### config.mk
export PLATFORM = sky130hd
export DESIGN_NAME = ps2_mouse_packet_decoder
export DESIGN_NICKNAME = d
export VERILOG_FILES = /design/src/psmd_pkg.sv /design/src/psmd_front.sv /design/src/psmd_queue.sv /design/src/psmd_back.sv /design/src/ps2_mouse_packet_decoder.sv
export SDC_FILE = /design/constraint.sdc
export NUM_CORES = 1
export LEC_CHECK = 0
export BUFFER_PORTS_ARGS = -buffer_cell sky130_fd_sc_hd__buf_2
export CELL_PAD_IN_SITES_DETAIL_PLACEMENT = 1
export CELL_PAD_IN_SITES_GLOBAL_PLACEMENT = 1
export CORE_MARGIN = 2
export CORE_UTILIZATION = 54
export CTS_CLUSTER_SIZE = 24
export DETAILED_ROUTE_END_ITERATION = 8
export GPL_TIMING_DRIVEN = 0
export PLACE_DENSITY_LB_ADDON = 0.1
export REMOVE_ABC_BUFFERS = 1
export SKIP_LAST_GASP = 1
export SYNTH_ARGS = -nofsm -noshare
export SYNTH_HDL_FRONTEND = slang
export SYNTH_SLANG_ARGS = --single-unit
export TNS_END_PERCENT = 100
### constraint.sdc
create_clock -name i_clk -period 8.2 [get_ports i_clk]
set_input_delay 0.82 -clock i_clk [delete_from_list [all_inputs] [get_ports i_clk]]
set_output_delay 0.82 -clock i_clk [all_outputs]
set_load 0.03 [all_outputs]
### src/psmd_pkg.sv
// Shared types and constants for the PS/2 mouse packet decoder.
package psmd_pkg;

    localparam int PKT_QUEUE_DEPTH = 2;

    localparam logic MODE_3BYTE = 1'b0;
    localparam logic MODE_4BYTE = 1'b1;

    localparam logic [1:0] IDX_Y_BYTE = 2'd2;
    localparam logic [1:0] IDX_Z_BYTE = 2'd3;

    localparam logic [1:0] BTN_LEFT   = 2'd0;
    localparam logic [1:0] BTN_RIGHT  = 2'd1;
    localparam logic [1:0] BTN_MIDDLE = 2'd2;

    localparam int HDR_X_SIGN = 4;
    localparam int HDR_Y_SIGN = 5;

    typedef enum logic {
        EV_BUTTON = 1'b0,
        EV_MOVE   = 1'b1
    } t_event_kind;

    typedef struct packed {
        logic [2:0]        buttons;
        logic [2:0]        changed;
        logic signed [8:0] move_x;
        logic signed [8:0] move_y;
        logic signed [7:0] move_z;
    } t_pkt_rec;

    typedef struct packed {
        t_event_kind       event_kind;
        logic [1:0]        button_index;
        logic              pressed;
        logic signed [8:0] move_x;
        logic signed [8:0] move_y;
        logic signed [7:0] move_z;
        logic              last_of_packet;
    } t_event;

endpackage

### src/psmd_front.sv
// Front end: gathers bytes into packets and produces one record per packet.
module psmd_front (
    input  logic               i_clk,
    input  logic               i_rst_n,
    input  logic               i_cfg_wr_en,
    input  logic               i_cfg_wr_data,
    input  logic               i_byte_valid,
    input  logic [7:0]         i_byte,
    input  logic               i_queue_full,
    output logic               o_byte_ready,
    output logic               o_push,
    output psmd_pkg::t_pkt_rec o_rec
);
    import psmd_pkg::*;

    logic       r_wheel_mode;
    logic [1:0] r_byte_index;
    logic [1:0] n_byte_index;
    logic [2:0] r_held;
    logic [2:0] n_held;
    logic [7:0] r_store [3];
    logic       accept;
    logic       complete;
    logic [7:0] hdr;
    logic [7:0] y_byte;

    assign o_byte_ready = !i_queue_full;
    assign accept       = i_byte_valid && !i_queue_full;

    always_comb begin
        if (r_wheel_mode == MODE_4BYTE) begin
            complete = (r_byte_index == IDX_Z_BYTE);
        end else begin
            complete = (r_byte_index >= IDX_Y_BYTE);
        end
    end

    assign hdr    = r_store[0];
    assign y_byte = (r_wheel_mode == MODE_4BYTE) ? r_store[2] : i_byte;

    always_comb begin
        o_rec.buttons = hdr[2:0];
        o_rec.changed = hdr[2:0] ^ r_held;
        o_rec.move_x  = {hdr[HDR_X_SIGN], r_store[1]};
        o_rec.move_y  = {hdr[HDR_Y_SIGN], y_byte};
        o_rec.move_z  = (r_wheel_mode == MODE_4BYTE) ? i_byte : 8'sd0;
    end

    assign o_push = accept && complete;

    always_comb begin
        n_byte_index = r_byte_index;
        n_held       = r_held;
        if (accept) begin
            if (complete) begin
                n_byte_index = 2'd0;
                n_held       = hdr[2:0];
            end else begin
                n_byte_index = r_byte_index + 2'd1;
            end
        end
    end

    always_ff @(posedge i_clk) begin
        if (!i_rst_n) begin
            r_wheel_mode <= MODE_3BYTE;
            r_byte_index <= 2'd0;
            r_held       <= 3'd0;
        end else begin
            if (i_cfg_wr_en) begin
                r_wheel_mode <= i_cfg_wr_data;
            end
            r_byte_index <= n_byte_index;
            r_held       <= n_held;
        end
    end

    always_ff @(posedge i_clk) begin
        if (accept && !complete) begin
            r_store[r_byte_index] <= i_byte;
        end
    end

endmodule

### src/psmd_queue.sv
// Small first-word-fall-through queue of packet records.
module psmd_queue #(
    parameter int DEPTH = psmd_pkg::PKT_QUEUE_DEPTH
) (
    input  logic               i_clk,
    input  logic               i_rst_n,
    input  logic               i_push,
    input  psmd_pkg::t_pkt_rec i_data,
    input  logic               i_pop,
    output logic               o_full,
    output logic               o_empty,
    output psmd_pkg::t_pkt_rec o_data
);
    import psmd_pkg::*;

    localparam int PTR_W = (DEPTH > 1) ? $clog2(DEPTH) : 1;
    localparam int CNT_W = $clog2(DEPTH + 1);

    t_pkt_rec         r_mem [DEPTH];
    logic [PTR_W-1:0] r_wr_ptr;
    logic [PTR_W-1:0] r_rd_ptr;
    logic [CNT_W-1:0] r_count;
    logic             do_push;
    logic             do_pop;

    assign o_full  = (r_count == CNT_W'(DEPTH));
    assign o_empty = (r_count == '0);
    assign o_data  = r_mem[r_rd_ptr];
    assign do_push = i_push && !o_full;
    assign do_pop  = i_pop && !o_empty;

    function automatic logic [PTR_W-1:0] ptr_inc(input logic [PTR_W-1:0] p);
        ptr_inc = (p == PTR_W'(DEPTH - 1)) ? '0 : p + PTR_W'(1);
    endfunction

    always_ff @(posedge i_clk) begin
        if (!i_rst_n) begin
            r_wr_ptr <= '0;
            r_rd_ptr <= '0;
            r_count  <= '0;
        end else begin
            if (do_push) begin
                r_wr_ptr <= ptr_inc(r_wr_ptr);
            end
            if (do_pop) begin
                r_rd_ptr <= ptr_inc(r_rd_ptr);
            end
            if (do_push && !do_pop) begin
                r_count <= r_count + CNT_W'(1);
            end else if (do_pop && !do_push) begin
                r_count <= r_count - CNT_W'(1);
            end
        end
    end

    always_ff @(posedge i_clk) begin
        if (do_push) begin
            r_mem[r_wr_ptr] <= i_data;
        end
    end

endmodule

### src/psmd_back.sv
// Back end: turns one packet record into button and movement events.
module psmd_back (
    input  logic               i_clk,
    input  logic               i_rst_n,
    input  logic               i_rec_valid,
    input  psmd_pkg::t_pkt_rec i_rec,
    output logic               o_pop,
    output logic               o_valid,
    input  logic               i_ready,
    output psmd_pkg::t_event   o_event
);
    import psmd_pkg::*;

    t_pkt_rec   r_cur;
    logic       r_busy;
    logic [2:0] r_pending;
    logic [2:0] n_pending;
    logic       r_out_valid;
    t_event     r_out;
    t_event     ev;
    logic [2:0] clr_mask;
    logic       slot_free;
    logic       emit;
    logic       finish;

    assign slot_free = !r_out_valid || i_ready;
    assign emit      = r_busy && slot_free;
    assign finish    = emit && (r_pending == 3'd0);
    assign o_pop     = i_rec_valid && (!r_busy || finish);

    always_comb begin
        ev                = '0;
        clr_mask          = 3'd0;
        ev.event_kind     = EV_BUTTON;
        if (r_pending[0]) begin
            ev.button_index = BTN_LEFT;
            ev.pressed      = r_cur.buttons[0];
            clr_mask        = 3'b001;
        end else if (r_pending[1]) begin
            ev.button_index = BTN_RIGHT;
            ev.pressed      = r_cur.buttons[1];
            clr_mask        = 3'b010;
        end else if (r_pending[2]) begin
            ev.button_index = BTN_MIDDLE;
            ev.pressed      = r_cur.buttons[2];
            clr_mask        = 3'b100;
        end else begin
            ev.event_kind     = EV_MOVE;
            ev.move_x         = r_cur.move_x;
            ev.move_y         = r_cur.move_y;
            ev.move_z         = r_cur.move_z;
            ev.last_of_packet = 1'b1;
        end
    end

    always_comb begin
        n_pending = r_pending;
        if (o_pop) begin
            n_pending = i_rec.changed;
        end else if (emit) begin
            n_pending = r_pending & ~clr_mask;
        end
    end

    always_ff @(posedge i_clk) begin
        if (!i_rst_n) begin
            r_busy      <= 1'b0;
            r_pending   <= 3'd0;
            r_out_valid <= 1'b0;
        end else begin
            if (o_pop) begin
                r_busy <= 1'b1;
            end else if (finish) begin
                r_busy <= 1'b0;
            end
            r_pending <= n_pending;
            if (emit) begin
                r_out_valid <= 1'b1;
            end else if (i_ready) begin
                r_out_valid <= 1'b0;
            end
        end
    end

    always_ff @(posedge i_clk) begin
        if (o_pop) begin
            r_cur <= i_rec;
        end
        if (emit) begin
            r_out <= ev;
        end
    end

    assign o_valid = r_out_valid;
    assign o_event = r_out;

endmodule

### src/ps2_mouse_packet_decoder.sv
// Top level of the PS/2 mouse packet decoder.
// Each packet's record is queued, loaded by the back end, and its events registered out.
// Throughput: one byte per cycle while the record queue has room; one event per cycle
// out while m_axis_tready is high, 1 to 4 events per packet.
// Reset: synchronous, active low; clears the byte position, held buttons, mode and queue.
module ps2_mouse_packet_decoder #(
    parameter int QUEUE_DEPTH = psmd_pkg::PKT_QUEUE_DEPTH
) (
    input  logic        i_clk,
    input  logic        i_rst_n,
    input  logic        i_cfg_wr_en,
    input  logic        i_cfg_wr_data,
    input  logic        s_axis_tvalid,
    output logic        s_axis_tready,
    input  logic [7:0]  s_axis_tdata,   // [7:0] rx_byte
    output logic        m_axis_tvalid,
    input  logic        m_axis_tready,
    // [1:0] button_index, [2] pressed, [11:3] move_x, [20:12] move_y,
    // [28:21] move_z, [31:29] zero
    output logic [31:0] m_axis_tdata,
    output logic        m_axis_tuser,   // [0] event_kind
    output logic        m_axis_tlast    // last_of_packet
);
    import psmd_pkg::*;

    t_pkt_rec push_rec;
    t_pkt_rec head_rec;
    t_event   out_event;
    logic     push;
    logic     pop;
    logic     queue_full;
    logic     queue_empty;

    psmd_front u_front (
        .i_clk         (i_clk),
        .i_rst_n       (i_rst_n),
        .i_cfg_wr_en   (i_cfg_wr_en),
        .i_cfg_wr_data (i_cfg_wr_data),
        .i_byte_valid  (s_axis_tvalid),
        .i_byte        (s_axis_tdata),
        .i_queue_full  (queue_full),
        .o_byte_ready  (s_axis_tready),
        .o_push        (push),
        .o_rec         (push_rec)
    );

    psmd_queue #(
        .DEPTH (QUEUE_DEPTH)
    ) u_queue (
        .i_clk   (i_clk),
        .i_rst_n (i_rst_n),
        .i_push  (push),
        .i_data  (push_rec),
        .i_pop   (pop),
        .o_full  (queue_full),
        .o_empty (queue_empty),
        .o_data  (head_rec)
    );

    psmd_back u_back (
        .i_clk       (i_clk),
        .i_rst_n     (i_rst_n),
        .i_rec_valid (!queue_empty),
        .i_rec       (head_rec),
        .o_pop       (pop),
        .o_valid     (m_axis_tvalid),
        .i_ready     (m_axis_tready),
        .o_event     (out_event)
    );

    assign m_axis_tdata = {3'b000, out_event.move_z, out_event.move_y, out_event.move_x,
                           out_event.pressed, out_event.button_index};
    assign m_axis_tuser = out_event.event_kind;
    assign m_axis_tlast = out_event.last_of_packet;

endmodule

After elaboration in Yosys (flattened, before gate mapping)
Memory sizes are Yosys's and may differ from the RTL's. A register that Yosys moved wholly into a read port is not among the register bits.
Index checks and enable logic that the tools add are counted.
{ "totals": {"ff_bits": 75, "mem_bits_rw": 88, "in_bits": 14, "output_inout_bits": 36, "elab_cells": 90, "memories": 2} }
{ "mem_list": {"columns": ["memory", "depth", "width", "read_ports", "rd_ports_with_merged_regs", "wr", "line", "rtl"], "rows": [
  ["u_queue.r_mem", 2, 32, 1, 1, 1, "psmd_queue.sv:19", "t_pkt_rec r_mem [DEPTH];"],
  ["u_front.r_store", 3, 8, 3, 0, 1, "psmd_front.sv:21", "logic [7:0] r_store [3];"]
]} }
{ "op_classes": {"add_sub_neg": 5, "n_lt_le_gt_ge": 1, "n_eq_ne": 2, "n_mux": 28, "n_bitwise": 3, "reduce_logical": 28} }
{ "ops": {"columns": ["operator", "count"], "rows": [
  ["two-way mux 3 bit", 6],
  ["two-way mux 1 bit", 16],
  ["two-way mux 8 bit", 2],
  ["logical AND 1 bit", 10],
  ["two-way mux 2 bit", 4],
  ["nonzero test 2 bit", 4],
  ["zero test 1 bit", 7],
  ["adder 2 x 1 -> 2 bit, second input constant", 2],
  ["equality test 2 bit, second input constant", 2],
  ["bitwise AND 3 bit", 1],
  ["zero test 3 bit", 1],
  ["inverter 3 bit", 1],
  ["OR reduction 3 bit", 1],
  ["bitwise XOR 3 bit", 1],
  ["adder 1 bit, second input constant", 2],
  [">= comparator 2 bit, second input constant", 1],
  ["zero test 2 bit", 1],
  ["logical OR 1 bit", 2],
  ["AND reduction 2 bit", 1],
  ["OR reduction 2 bit", 1],
  ["subtractor 2 x 1 -> 2 bit, second input constant", 1]
]} }

Longest topological paths before layout
Gate-level depths: netlist (run 1).
{ "logic_depth": {"ltp_word": 10, "mapped_depth": 5, "mapped_depth_nobuf": 5} }

By module
A second synthesis (run 1) with hierarchy kept.
{ "unflattened": {"hier_cells": 341, "hier_area_um2": 6047.0} }
{ "modules_own_cells": {"columns": ["module", "n_inst", "cells_per_inst", "area_per_inst_um2", "seq_area_each_um2"], "rows": [
  ["psmd_queue", 1, 125, 2536.2, 2021.9],
  ["psmd_back", 1, 130, 2301.0, 1871.8],
  ["psmd_front", 1, 81, 1179.9, 750.7],
  ["ps2_mouse_packet_decoder", 1, 5, 30.0, 0.0]
]} }

Worst setup path before layout (run 1)
No wires, ideal clock.
{ "synth_path": {"kind": "input port to flip-flop", "start": "in s_axis_tvalid", "end": "mem u_queue.r_mem[0][0] (netlist bit), enable pin", "setup_time_ps": 423, "arrival_ps": 2352, "t_required_ps": 7777, "setup_slack_ps": 5426, "cell_stages": 2, "n_path_buf": 0, "cell_sequence": "nand3_2 > nor2_1"} }
{ "synth_via": {"elab_chain_cells": 5} }
{ "synth_lines": {"columns": ["element", "line", "rtl"], "rows": [
  ["start: declaration", "ps2_mouse_packet_decoder.sv:13", "input logic s_axis_tvalid,"],
  ["logical AND 1 bit", "psmd_front.sv:28", "assign accept = i_byte_valid && !i_queue_full;"],
  ["logical AND 1 bit", "psmd_front.sv:49", "assign o_push = accept && complete;"],
  ["logical AND 1 bit", "psmd_queue.sv:29", "assign do_push = i_push && !o_full;"],
  ["two-way mux 1 bit", "psmd_queue.sv:57", "if (do_push) begin"],
  ["two-way mux 1 bit (implied by the code)", "psmd_queue.sv:58", "r_mem[r_wr_ptr] <= i_data;"],
  ["end: declaration", "psmd_queue.sv:19", null]
]} }
No other way between the ends.

Final worst setup path (run 1)
{ "layout_path": {"start": "reg u_back.r_pending[0]", "end": "reg u_back.r_cur[16] (netlist bit), enable pin"} }
{ "layout_via": {"elab_chain_cells": 4} }
{ "layout_lines": {"columns": ["element", "line", "rtl"], "rows": [
  ["start: declaration", "psmd_back.sv:16", "logic [2:0] r_pending;"],
  ["start signal: assignment", "psmd_back.sv:76", "r_pending <= n_pending;"],
  ["zero test 3 bit", "psmd_back.sv:28", "assign finish = emit && (r_pending == 3'd0);"],
  ["logical AND 1 bit", "psmd_back.sv:28", null],
  ["logical OR 1 bit", "psmd_back.sv:29", "assign o_pop = i_rec_valid && (!r_busy || finish);"],
  ["logical AND 1 bit", "psmd_back.sv:29", null],
  ["net pop", "ps2_mouse_packet_decoder.sv:30", "logic pop;"],
  ["end signal: assignment", "psmd_back.sv:87", "r_cur <= i_rec;"],
  ["end: declaration", "psmd_back.sv:14", "t_pkt_rec r_cur;"]
]} }
The timed path passes the listed nets, and every way through them passes these cells.
A chain may end at the register's enable or synchronous reset.

==> metrics.md, run 1 <==
| Metric | Value |
|---|---|
| Die Y | `109 um` |
| Port Buffers | `between 40 and 50` |
| Pwr dens | `about 260 nW/um2` |
| Clock Skews | `0.00691 ns` |
| Wirelength per Cell | `about 19 um` |
| Combinational power share | `3.6%` |
| Crit path capture type | `flop` |
| Finish-stage setup viols | `0` |
| Min Tclk post-route | `2.50 ns` |
| Final period utilization | `30.4%` |
| Hold-fix buffers, CTS | `0` |
| H-tree level count | `4` |
| Die area | `11900 um2` |
| Layout Cells excl Fill | `about 540` |
| DRT antenna net count | `0` |
| CP Buf/Inv Count | `1` |
| Vias in the first global route | `3029` |
| I/O pins | `50` |
| Worst-Skew Late Latency | `between 0.5 and 0.6 ns` |
| Slowest cell on crit path | `nor3_4` |
| Clk root buf | `clkbuf_8` |
| CP Max Fanout | `28` |
| Register bit count reported by yosys | `160` |
| Sequential fraction of design power | `51.9%` |
| DRT iter0 DRCs | `about 140` |
| Seq/Total Area, Yosys | `78.2%` |
| Unrepaired setup endpoints after global routing | `false` |
| Vias per cell | `5.31` |
| # rows | `38` |
| Via count | `~2900` |
| DP Cell Count | `505` |
| Core area | `10800 um2` |
| Setup Buffers After CTS | `0` |
| Final nets | `roughly 400` |
| DRT Pass-1 Iters | `4` |
| Die width | `109 um` |
| CTS tree | `built` |
| # diodes | `0` |
| Grt total ovfl | `0` |
| Psw | `373 uW` |
| Clock sink count | `160` |
| Setup Crit Path Kind | `flop to flop` |
| Routability cong. | `a little under 0.7` |
| Post-Route WL | `roughly 10000 um` |
| Area Growth Syn to Fin | `17.1%` |
| Clock Power Share | `between 40% and 50%` |
| Initial antenna violation count | `1` |
| First-pass GRT wire length | `16400 um` |
| Worst Hold Class | `flop to flop` |
| Share of cells above drive strength 1 | `33.2%` |
| Fmax | `401 MHz` |
| Remaining DRCs | `0` |
| Cts repair resizes | `0` |
| CP Cell Sequence | `nor3_4 > a21boi_2 > nor2_4 > buf_12` |
| Asr flop ratio synth | `0%` |
| Cell family with most CP delay | `simple AND/OR/NAND/NOR gates` |
| Distinct cells, synth | `36` |
| Final count of hold timing violations | `0` |
| Commonest non-fill, non-tap cell in the layout | `edfxtp_1` |
| Switching share of power | `21.0%` |
| CP Launch Type | `flop` |
| Max incr delay on CP | `0.86 ns` |
| Gr usage total | `19.5%` |
| Status | `finished clean` |
| Most frequent cells in the layout | `edfxtp_1, buf_2, mux2_2` |
| Initial core utilization | `55.0%` |
| Slew margin rel. | `16.6%` |
| Clk buf depth | `2` |
| Post-Syn Area | `just under 6000 um2` |
| Total CTS buffers | `17` |
| Worst Tran Pin Value | `1.25 ns` |
| Maxcap violations | `0` |
| Peak supply drop | `0.132 mV` |
| Synth Instances | `328` |
| Req. time, crit path | `8.43 ns` |
| Post-synth EDFFs | `roughly 140` |
| Leak pwr | `0.00242 uW` |
| Syn_area_per_cell | `roughly 18 um2` |
| Pin count of the biggest net entering global routing | `33` |
| Final Slew Violations | `0` |
| DP HPWL | `between 6000 and 7000 um` |
| Worst reg2reg setup slack | `5.70 ns` |
| Cell Int Power | `1400 uW` |
| CP Data Arrival Time | `2.72 ns` |
| Predominant post-synthesis flop cell | `edfxtp_1` |
| Final TNS setup | `0 ns` |
| Synth warn | `0` |
| Clock Pin Slew Worst Setup and Hold Paths | `0.06 ns` |
[synthesized netlist by cell type, drive strengths merged (3+ instances only)]
| cell | number | share of area (%) |
|---|---|---|
| dfxtp | 16 | 5.4 |
| and2 | 38 | 4.0 |
| nor2 | 6 | 0.42 |
| inv | 5 | 0.32 |
| buf | 10 | 1.1 |
| nor3 | 3 | 0.44 |
| ha | 4 | 0.84 |
| clkbuf | 4 | 0.25 |
| mux2i | 7 | 1.2 |
| nand2b | 4 | 0.42 |
| nand2 | 8 | 0.51 |
| nor2b | 7 | 0.74 |
| mux2 | 41 | 7.8 |
| xor2 | 3 | 0.44 |
| edfxtp | 144 | 73 |
| a21oi | 8 | 0.67 |
[worst reg2reg max path, cell delays in order (launching register included)]
cell and delay (ns):
dfxtp_1 0.39, nor3_4 0.86, a21boi_2 0.26, nor2_4 0.42, buf_12 0.25
[state kept, by name (all words and copies together) (netlist names), named ones only]
name,cells
u_back.o_event,30
u_front.r_wheel_mode,1
u_front.r_held,3
u_queue.r_rd_ptr,1
u_queue.r_count,2
u_queue.r_mem,64
u_back.r_pending,3
u_queue.r_wr_ptr,1
u_front.r_byte_index,2
u_front.r_store,21
u_back.o_valid,1
u_back.r_busy,1
u_back.r_cur,29
[power by group through the flow]
| stage | logic (uW) | clock network (uW) | registers (uW) |
|---|---|---|---|
| floorplan | 37.5 | 0 | 938 |
| global placement | 58.8 | 0 | 937 |
| detailed placement | 64.8 | 0 | 938 |
| CTS | 65.4 | 806 | 921 |
| global route | 71.0 | 832 | 923 |
| finish | 64.0 | 790 | 921 |
[cell type report]
class	count	area, um2
clock buffer	17	414
clock inverter	15	183
fill	949	3840
inverter	5	18.8
multi-input combinational	151	1230
sequential	160	4650
tap	140	175
timing repair buffer	49	290
[logic make-up (layout without fill, tap and decap cells)]
| logic type | Yosys count | count (layout) | synth area share, % |
|---|---|---|---|
| XOR/XNOR | 3 | 3 | 0.442 |
| flip-flops | 160 | 160 | 78.2 |
| adder cells (fa/ha/maj) | 4 | 4 | 0.842 |
| buffers and inverters | 19 | 86 | 1.62 |
| AND/OR/NAND/NOR | 70 | 70 | 7.14 |
| multiplexers | 48 | 48 | 9.01 |
| other | 1 | 3 | 0.0631 |
| AO/OA/AOI/OAI | 23 | 23 | 2.70 |
[path summary, 6_finish.rpt]
| kind | to | from | cells after the start |
|---|---|---|---|
| max | u_back.r_cur[16] | u_back.r_pending[0] | 4 |
| min | u_queue.r_mem[1][25] | u_front.r_store[0][4] | 0 |
| max reg2reg | u_back.r_cur[16] | u_back.r_pending[0] | 4 |
| min reg2reg | u_queue.r_mem[1][25] | u_front.r_store[0][4] | 0 |
[through the flow]
stage / hold slack [ns] / total power (uW) / util (%) / area (um2) / worst slack, ns
final: 0.454 / 1780 / 64.4 / 6950 / 5.70
after global placement: 0.424 / 996 / 58.1 / 6280 / 4.10
after floorplan: 0.421 / 975 / - / 5870 / 5.33
after detailed placement: 0.436 / 1000 / 58.9 / 6360 / 5.57
after global routing: 0.475 / 1830 / 64.4 / 6950 / 5.52
after CTS: 0.452 / 1790 / 64.4 / 6950 / 5.66
[routing by layer]
| metal | track usage [%] | wire length (um) | vias up |
|---|---|---|---|
| li1 | - | - | 1336 |
| met1 | 23.3 | 4290 | 1437 |
| met2 | 33.0 | 5520 | 62 |
| met3 | 5.62 | 353 | 15 |
| met4 | 8.79 | 158 | 2 |
| met5 | 0 | 13 | - |
Note: power is estimated with default switching activity, not from simulation.
==> run 2, diff against run 1 <==
CORE_UTILIZATION = 50   (was 54)
clock period = 2.55 ns   (was 8.2 ns; I/O delays follow)
==> run 2 against run 1 <==
- the flow now finishes with violations (DRC)
- combinational power grew to 3.3 times the previous value
- global-route usage is 0.25 points lower
- die area is 7.7% higher
- first-iteration DRC count is 7.4% lower
- flip-flop and latch count stayed put
- sequential power grew to 3.2 times the previous value
- routed wire length is 8.9% higher
- cell count is 0.74% higher
- sequential share of layout area is 0.62 points lower
- critical path type unchanged
- largest cell class unchanged
==> metrics.md, run 2 (synthesis gave the netlist of run 1 again) <==
| Metric | Value |
|---|---|
| Share of cells above drive strength 1 | `32.7%` |
| Worst Tran Pin Value | `1.29 ns` |
| DRT Pass-1 Iters | `6` |
| Req. time, crit path | `2.68 ns` |
| Die area | `approximately 13000 um2` |
| Total CTS buffers | `17` |
| Routability cong. | `roughly 0.7` |
| Grt total ovfl | `0` |
| Final count of hold timing violations | `0` |
| CP Data Arrival Time | `around 2.5 ns` |
| Worst hold slack | `0.0353 ns` |
| Core area | `11500 um2` |
| CP Cell Sequence | `nor3_4 > a21boi_2 > nor2_4 > buf_16` |
| Maxcap violations | `0` |
| Slowest cell on crit path | `nor3_4` |
| Worst Hold Class | `primary input to flop` |
| Hold Startpoint | `s_axis_tdata[7]` |
| Post-Route WL | `11300 um` |
| Clock Pin Slew Worst Setup and Hold Paths | `0.06 ns` |
| Power, Total | `between 5000 and 6000 uW` |
| Area Growth Syn to Fin | `18.2%` |
| Die Y | `113 um` |
| Fmax | `approximately 420 MHz` |
| Worst reg2reg setup slack | `0.16 ns` |
| Gr usage total | `19.3%` |
| Most frequent cells in the layout | `edfxtp_1, buf_2, mux2_2` |
| Pin count of the biggest net entering global routing | `33` |
| DRT antenna net count | `0` |
| Unrepaired setup endpoints after global routing | `false` |
| Status | `complete, but fails checks` |
| Fin util | `61.0%` |
| Initial core utilization | `51.6%` |
| Vias in the first global route | `3178` |
| Slew margin rel. | `13.8%` |
| Worst-Skew Late Latency | `0.43 ns` |
| DRT iter0 DRCs | `between 100 and 150` |
| Failing checks | `DRC` |
| # rows | `39` |
| DP Cell Count | `508` |
| Clock sink count | `160` |
| Flip-flop count of the largest register after layout | `64` |
| Remaining DRCs | `7` |
| Via count | `~2900` |
| Vias per cell | `5.40` |
| Wirelength per Cell | `20.8 um` |
| Hold-fix buffers, CTS | `0` |
| Clock Skews | `0.0115 ns` |
| Final TNS setup | `0 ns` |
| Clk buf depth | `2` |
| Commonest non-fill, non-tap cell in the layout | `edfxtp_1` |
| First-pass GRT wire length | `17600 um` |
| Clk root buf | `clkbuf_16` |
| Leak pwr | `0.00244 uW` |
| Initial antenna violation count | `0` |
| Crit path capture type | `flop` |
| Min Tclk post-route | `2.39 ns` |
| H-tree level count | `4` |
| Peak supply drop | `about 0.54 mV` |
| Worst r2r src | `u_back.r_pending[1]` |
| Max incr delay on CP | `about 0.66 ns` |
| CP Launch Type | `flop` |
| Layout Cells excl Fill | `541` |
| I/O pins | `50` |
| Final Slew Violations | `0` |
| Crit path launch | `u_back.r_pending[1]` |
| # diodes | `0` |
| CP Max Fanout | `20` |
| Biggest register | `u_queue.r_mem` |
| Final period utilization | `a little over nine tenths` |
| CTS tree | `built` |
| Pwr dens | `about 830 nW/um2` |
| Port Buffers | `46` |
| Finish-stage setup viols | `0` |
| DP HPWL | `6610 um` |
| Final nets | `403` |
| Setup Crit Path Kind | `flop to flop` |
| Die width | `113 um` |
==> run 2: changes by cell type in the layout (fill, tap and decap cells not counted), moves of 2 or more <==
cell      delta
clkbuf_1     +4
inv_6        -5
buf_12       -3
buf_16       +3
clkinv_2     -2
==> run 2: final cells by class <==
type / instances / area (um2)
Clock buffer: 23 / 468
Inverter: 5 / 18.8
Timing Repair Buffer: 49 / 313
Multi-Input combinational cell: 152 / 1240
Sequential cell: 160 / 4650
Tap cell: 143 / 179
Clock inverter: 9 / 159
Fill cell: 1019 / 4490
==> run 2: metal layers <==
layer / part of all wire [%] / up-vias / track usage, %
li1: - / 1349 / -
met1: 40 / 1493 / 22.2
met2: 54 / 68 / 33.9
met3: 3.9 / 12 / 5.62
met4: 1.4 / 0 / 7.80
met5: 0 / - / 0
==> run 2: metrics by stage <==
step | cell area (um2) | setup slack (ns)
6_report | 7020 | 0.160
5_1_grt | 7020 | 0.0140
4_1_cts | 7020 | 0.0931
3_5_place_dp | 6380 | -0.0848
3_3_place_gp | 6280 | -1.61
2_1_floorplan | 5870 | -0.320
==> run 2: worst max-delay path, delay by kind of cell, from the launching register on <==
kind / cells / cell delay, ns
AO/OA/AOI/OAI: 1 / 0.23
flip-flops: 1 / 0.43
AND/OR/NAND/NOR: 2 / 1.18
buffers and inverters: 1 / 0.24
==> run 2: final timing paths <==
path / endpoint / cells past startpoint
max: u_back.r_cur[21] / 4
min: u_front.r_store[1][7] / 1
min reg2reg: u_queue.r_mem[1][23] / 0
max reg2reg: u_back.r_cur[21] / 4
==> run 2: report_power, final <==
group,switching (uW),internal (uW),leakage (uW),total (uW)
registers,43.4,2920,0.00145,2960
clock network,981,1690,0.000302,2670
logic,126,86.1,0.000696,213
total,1150,4700,0.00244,5850
==> run 2: what timing repair did <==
| item | CTS | global route |
|---|---|---|
| setup endpoints to repair | 54 | 0 |
| setup buffers | 0 | 0 |
| resized for setup | 1 | 0 |
==> run 3, diff against run 2 <==
ABC_AREA = 1   (was not set)
CAP_MARGIN = 20   (was not set)
CORE_UTILIZATION = 49   (was 50)
HOLD_SLACK_MARGIN = 0.12   (was not set)
==> run 3 against run 2 <==
- the flow now finishes without violations
- sequential power increased by 33%
- final area increased by 1.4%
- clock skew decreased by 0.00074 ns
- critical path type unchanged
- critical endpoint is now u_front.r_store[1][5]
==> metrics.md, run 3 <==
| Metric | Value |
|---|---|
| Status | `finished clean` |
| Final period utilization | `between 80% and 90%` |
| Power, Total | `8540 uW` |
| Gr usage total | `17.7%` |
| Most common cell in the netlist | `edfxtp_1` |
| Top sig layer | `met4` |
| Combinational power share | `22.6%` |
| Worst-Skew Late Latency | `~0.42 ns` |
| Vias in the first global route | `~3200` |
| Min Tclk post-route | `around 2.1 ns` |
| DRT antenna net count | `0` |
| Distinct cells, synth | `29` |
| Syn_area_per_cell | `15.1 um2` |
| Worst hold slack | `0.164 ns` |
| Setup Crit Path Kind | `flop to flop` |
| Hold path cells | `3` |
| I/O pins | `50` |
| Clk buf depth | `2` |
| M1 WL | `4390 um` |
| Clock Skews | `0.0108 ns` |
| Worst r2r src | `u_front.r_wheel_mode` |
| Leak pwr | `0.00279 uW` |
| Share of cells above drive strength 1 | `between 20 and 30%` |
| Post-Syn Area | `5960 um2` |
| Pwr dens | `1200 nW/um2` |
| Synth warn | `0` |
| Die area | `13100 um2` |
| Most frequent cells in the layout | `edfxtp_1, inv_1, nand2_1, buf_2, nor2_1` |
| Psw | `2590 uW` |
| Remaining DRCs | `0` |
| Slew margin rel. | `35.0%` |
| Worst reg2reg setup slack | `about 0.42 ns` |
| Post-Route WL | `~10000 um` |
| Via count | `3059` |
| Peak supply drop | `0.664 mV` |
| Initial antenna violation count | `0` |
| Initial core utilization | `49.8%` |
| Unrepaired setup endpoints after global routing | `false` |
| Commonest non-fill, non-tap cell in the layout | `edfxtp_1` |
| CTS tree | `built` |
| Cell Int Power | `5960 uW` |
| Worst reg2reg path depth | `4` |
| Total CTS buffers | `17` |
| Core area | `12000 um2` |
| Final nets | `481` |
| Synth Instances | `394` |
| Req. time, crit path | `2.59 ns` |
| Asr flop ratio synth | `0%` |
| Place WS | `0.0312 ns` |
| Predominant post-synthesis flop cell | `edfxtp_1` |
| Leading area contributor after synthesis | `edfxtp_1` |
| # rows | `40` |
| Switching share of power | `30.3%` |
| DRT Pass-1 Iters | `4` |
| CP Max Fanout | `19` |
| Die width | `114 um` |
| # diodes | `0` |
| Sequential cell area | `4650 um2` |
| Worst r2r dst | `u_front.r_store[1][5]` |
| Routed met3 length | `330 um` |
| Worst Hold Class | `primary input to flop` |
| First-pass GRT wire length | `between 15000 and 20000 um` |
| Grt total ovfl | `0` |
| Final TNS setup | `0 ns` |
| Clock sink count | `160` |
| DRT iter0 DRCs | `172` |
| CP Data Arrival Time | `2.16 ns` |
| Port Buffers | `46` |
| Hold Startpoint | `i_rst_n` |
| Routability cong. | `0.703` |
| CP Launch Type | `flop` |
| Final count of hold timing violations | `0` |
| Area Growth Syn to Fin | `19.5%` |
| Wire length on met2 | `5600 um` |
| DP Cell Count | `581` |
| Layout Cells excl Fill | `623` |
| Sequential fraction of design power | `46.0%` |
| Crit path capture type | `flop` |
| Flip-flop count of the largest register after layout | `64` |
| Register bit count reported by yosys | `160` |
| Fmax | `471 MHz` |
| Clock Power Share | `around a third` |
| Setup Buffers After CTS | `0` |
| Filler Cell Count | `1120` |
| Yosys top cell area share | `72.6%` |
| Pin count of the biggest net entering global routing | `34` |
| H-tree level count | `4` |
| Post-synth EDFFs | `about 140` |
| DP HPWL | `6350 um` |
| Worst Hold Endpoint | `u_front.r_held[2]` |
| Worst Tran Pin Value | `0.972 ns` |
| Final Slew Violations | `0` |
| Post-synth top cells | `edfxtp_1, inv_1, nand2_1` |
| Seq/Total Area, Yosys | `77.9%` |
| Wirelength per Cell | `16.8 um` |
| Clock Pin Slew Worst Setup and Hold Paths | `approximately 0.060 ns` |
| Clk root buf | `clkbuf_16` |
| Multi-input gate area | `1050 um2` |
| Biggest register | `u_queue.r_mem` |
| Vias per cell | `4.91` |
| Maxcap violations | `0` |
| Finish-stage setup viols | `0` |
| Synth area leaders | `edfxtp_1, mux2_2, dfxtp_1` |
| Worst Slack Setup Final | `roughly 0.42 ns` |
| Die Y | `about 110 um` |
-- run 3: cell count changes in the layout (fill, tap and decap cells not counted), moves of 7 or more --
cell / delta
o21ai_0: +7
dlygate4sd3_1: +10
nand2_1: +38
and2_1: -38
mux2_2: -8
inv_1: +44
mux2i_1: -7
nor2_1: +40
nor2b_1: -7
-- run 3: worst max-delay path, stage by stage, from the launching register on --
cell	delay, ns
dfxtp_2	0.62
o21ai_4	0.12
nor2_1	0.16
inv_1	0.10
nor2_1	0.74
-- run 3: how the worst max path moves through the flow --
stage | start | cells past startpoint | slack, ns | to
floorplan | u_front.r_wheel_mode | 4 | -0.22 | u_queue.r_mem[1][0]
global placement | u_front.r_wheel_mode | 4 | -1.47 | u_queue.r_mem[1][22]
detailed placement | u_front.r_wheel_mode | 4 | 0.03 | u_front.r_store[1][4]
CTS | u_front.r_wheel_mode | 4 | 0.03 | u_front.r_store[1][1]
global route | u_front.r_wheel_mode | 4 | 0.24 | u_front.r_store[1][5]
finish | u_front.r_wheel_mode | 4 | 0.42 | u_front.r_store[1][5]
-- run 3: per-layer routing --
metal  vias up  GRT usage, %
li1       1484             -
met1      1507          20.1
met2        60          31.3
met3         8          5.24
met4         0          7.07
met5         -             0
-- run 3: layout make-up --
class | instances | share of cell area [%]
inverter | 55 | 3.00
clock buffer | 19 | 6.08
sequential | 160 | 65.2
multi-input combinational | 170 | 14.7
tap | 147 | 2.58
clock inverter | 13 | 2.69
timing repair buffer | 59 | 5.69
-- run 3: through the flow --
step           utilization, %  instance area, um2
2_1_floorplan               -                5890
3_3_place_gp             52.7                6310
3_5_place_dp             53.5                6400
4_1_cts                  59.5                7120
5_1_grt                  59.6                7120
6_report                 59.6                7120
-- run 3: cell families after synthesis --
group,count (synthesis),synth area share (%)
AOI/OAI and AO/OA,24,2.35
xor gates and xnor gates,3,0.441
adders and majority gates,4,0.840
buffers and inverters,66,4.85
DFF,160,77.9
muxes,32,6.05
other,1,0.0629
and+or+nand+nor,104,7.47
-- run 3: power groups by stage --
stage / Sequential [uW] / Combinational, uW / Clock (uW)
3_3_place_gp: 3970 / 1820 / 0
4_1_cts: 3950 / 1980 / 2750
2_1_floorplan: 4330 / 944 / 0
5_1_grt: 4000 / 2120 / 2840
3_5_place_dp: 3990 / 1950 / 0
6_report: 3930 / 1930 / 2680
-- run 3: timing repair --
action | in CTS | in global routing
endpoints found under the setup margin | 0 | 9
hold buffers | 10 | 0
gates resized for setup | 0 | 1
endpoints found under the hold margin | 22 | 0
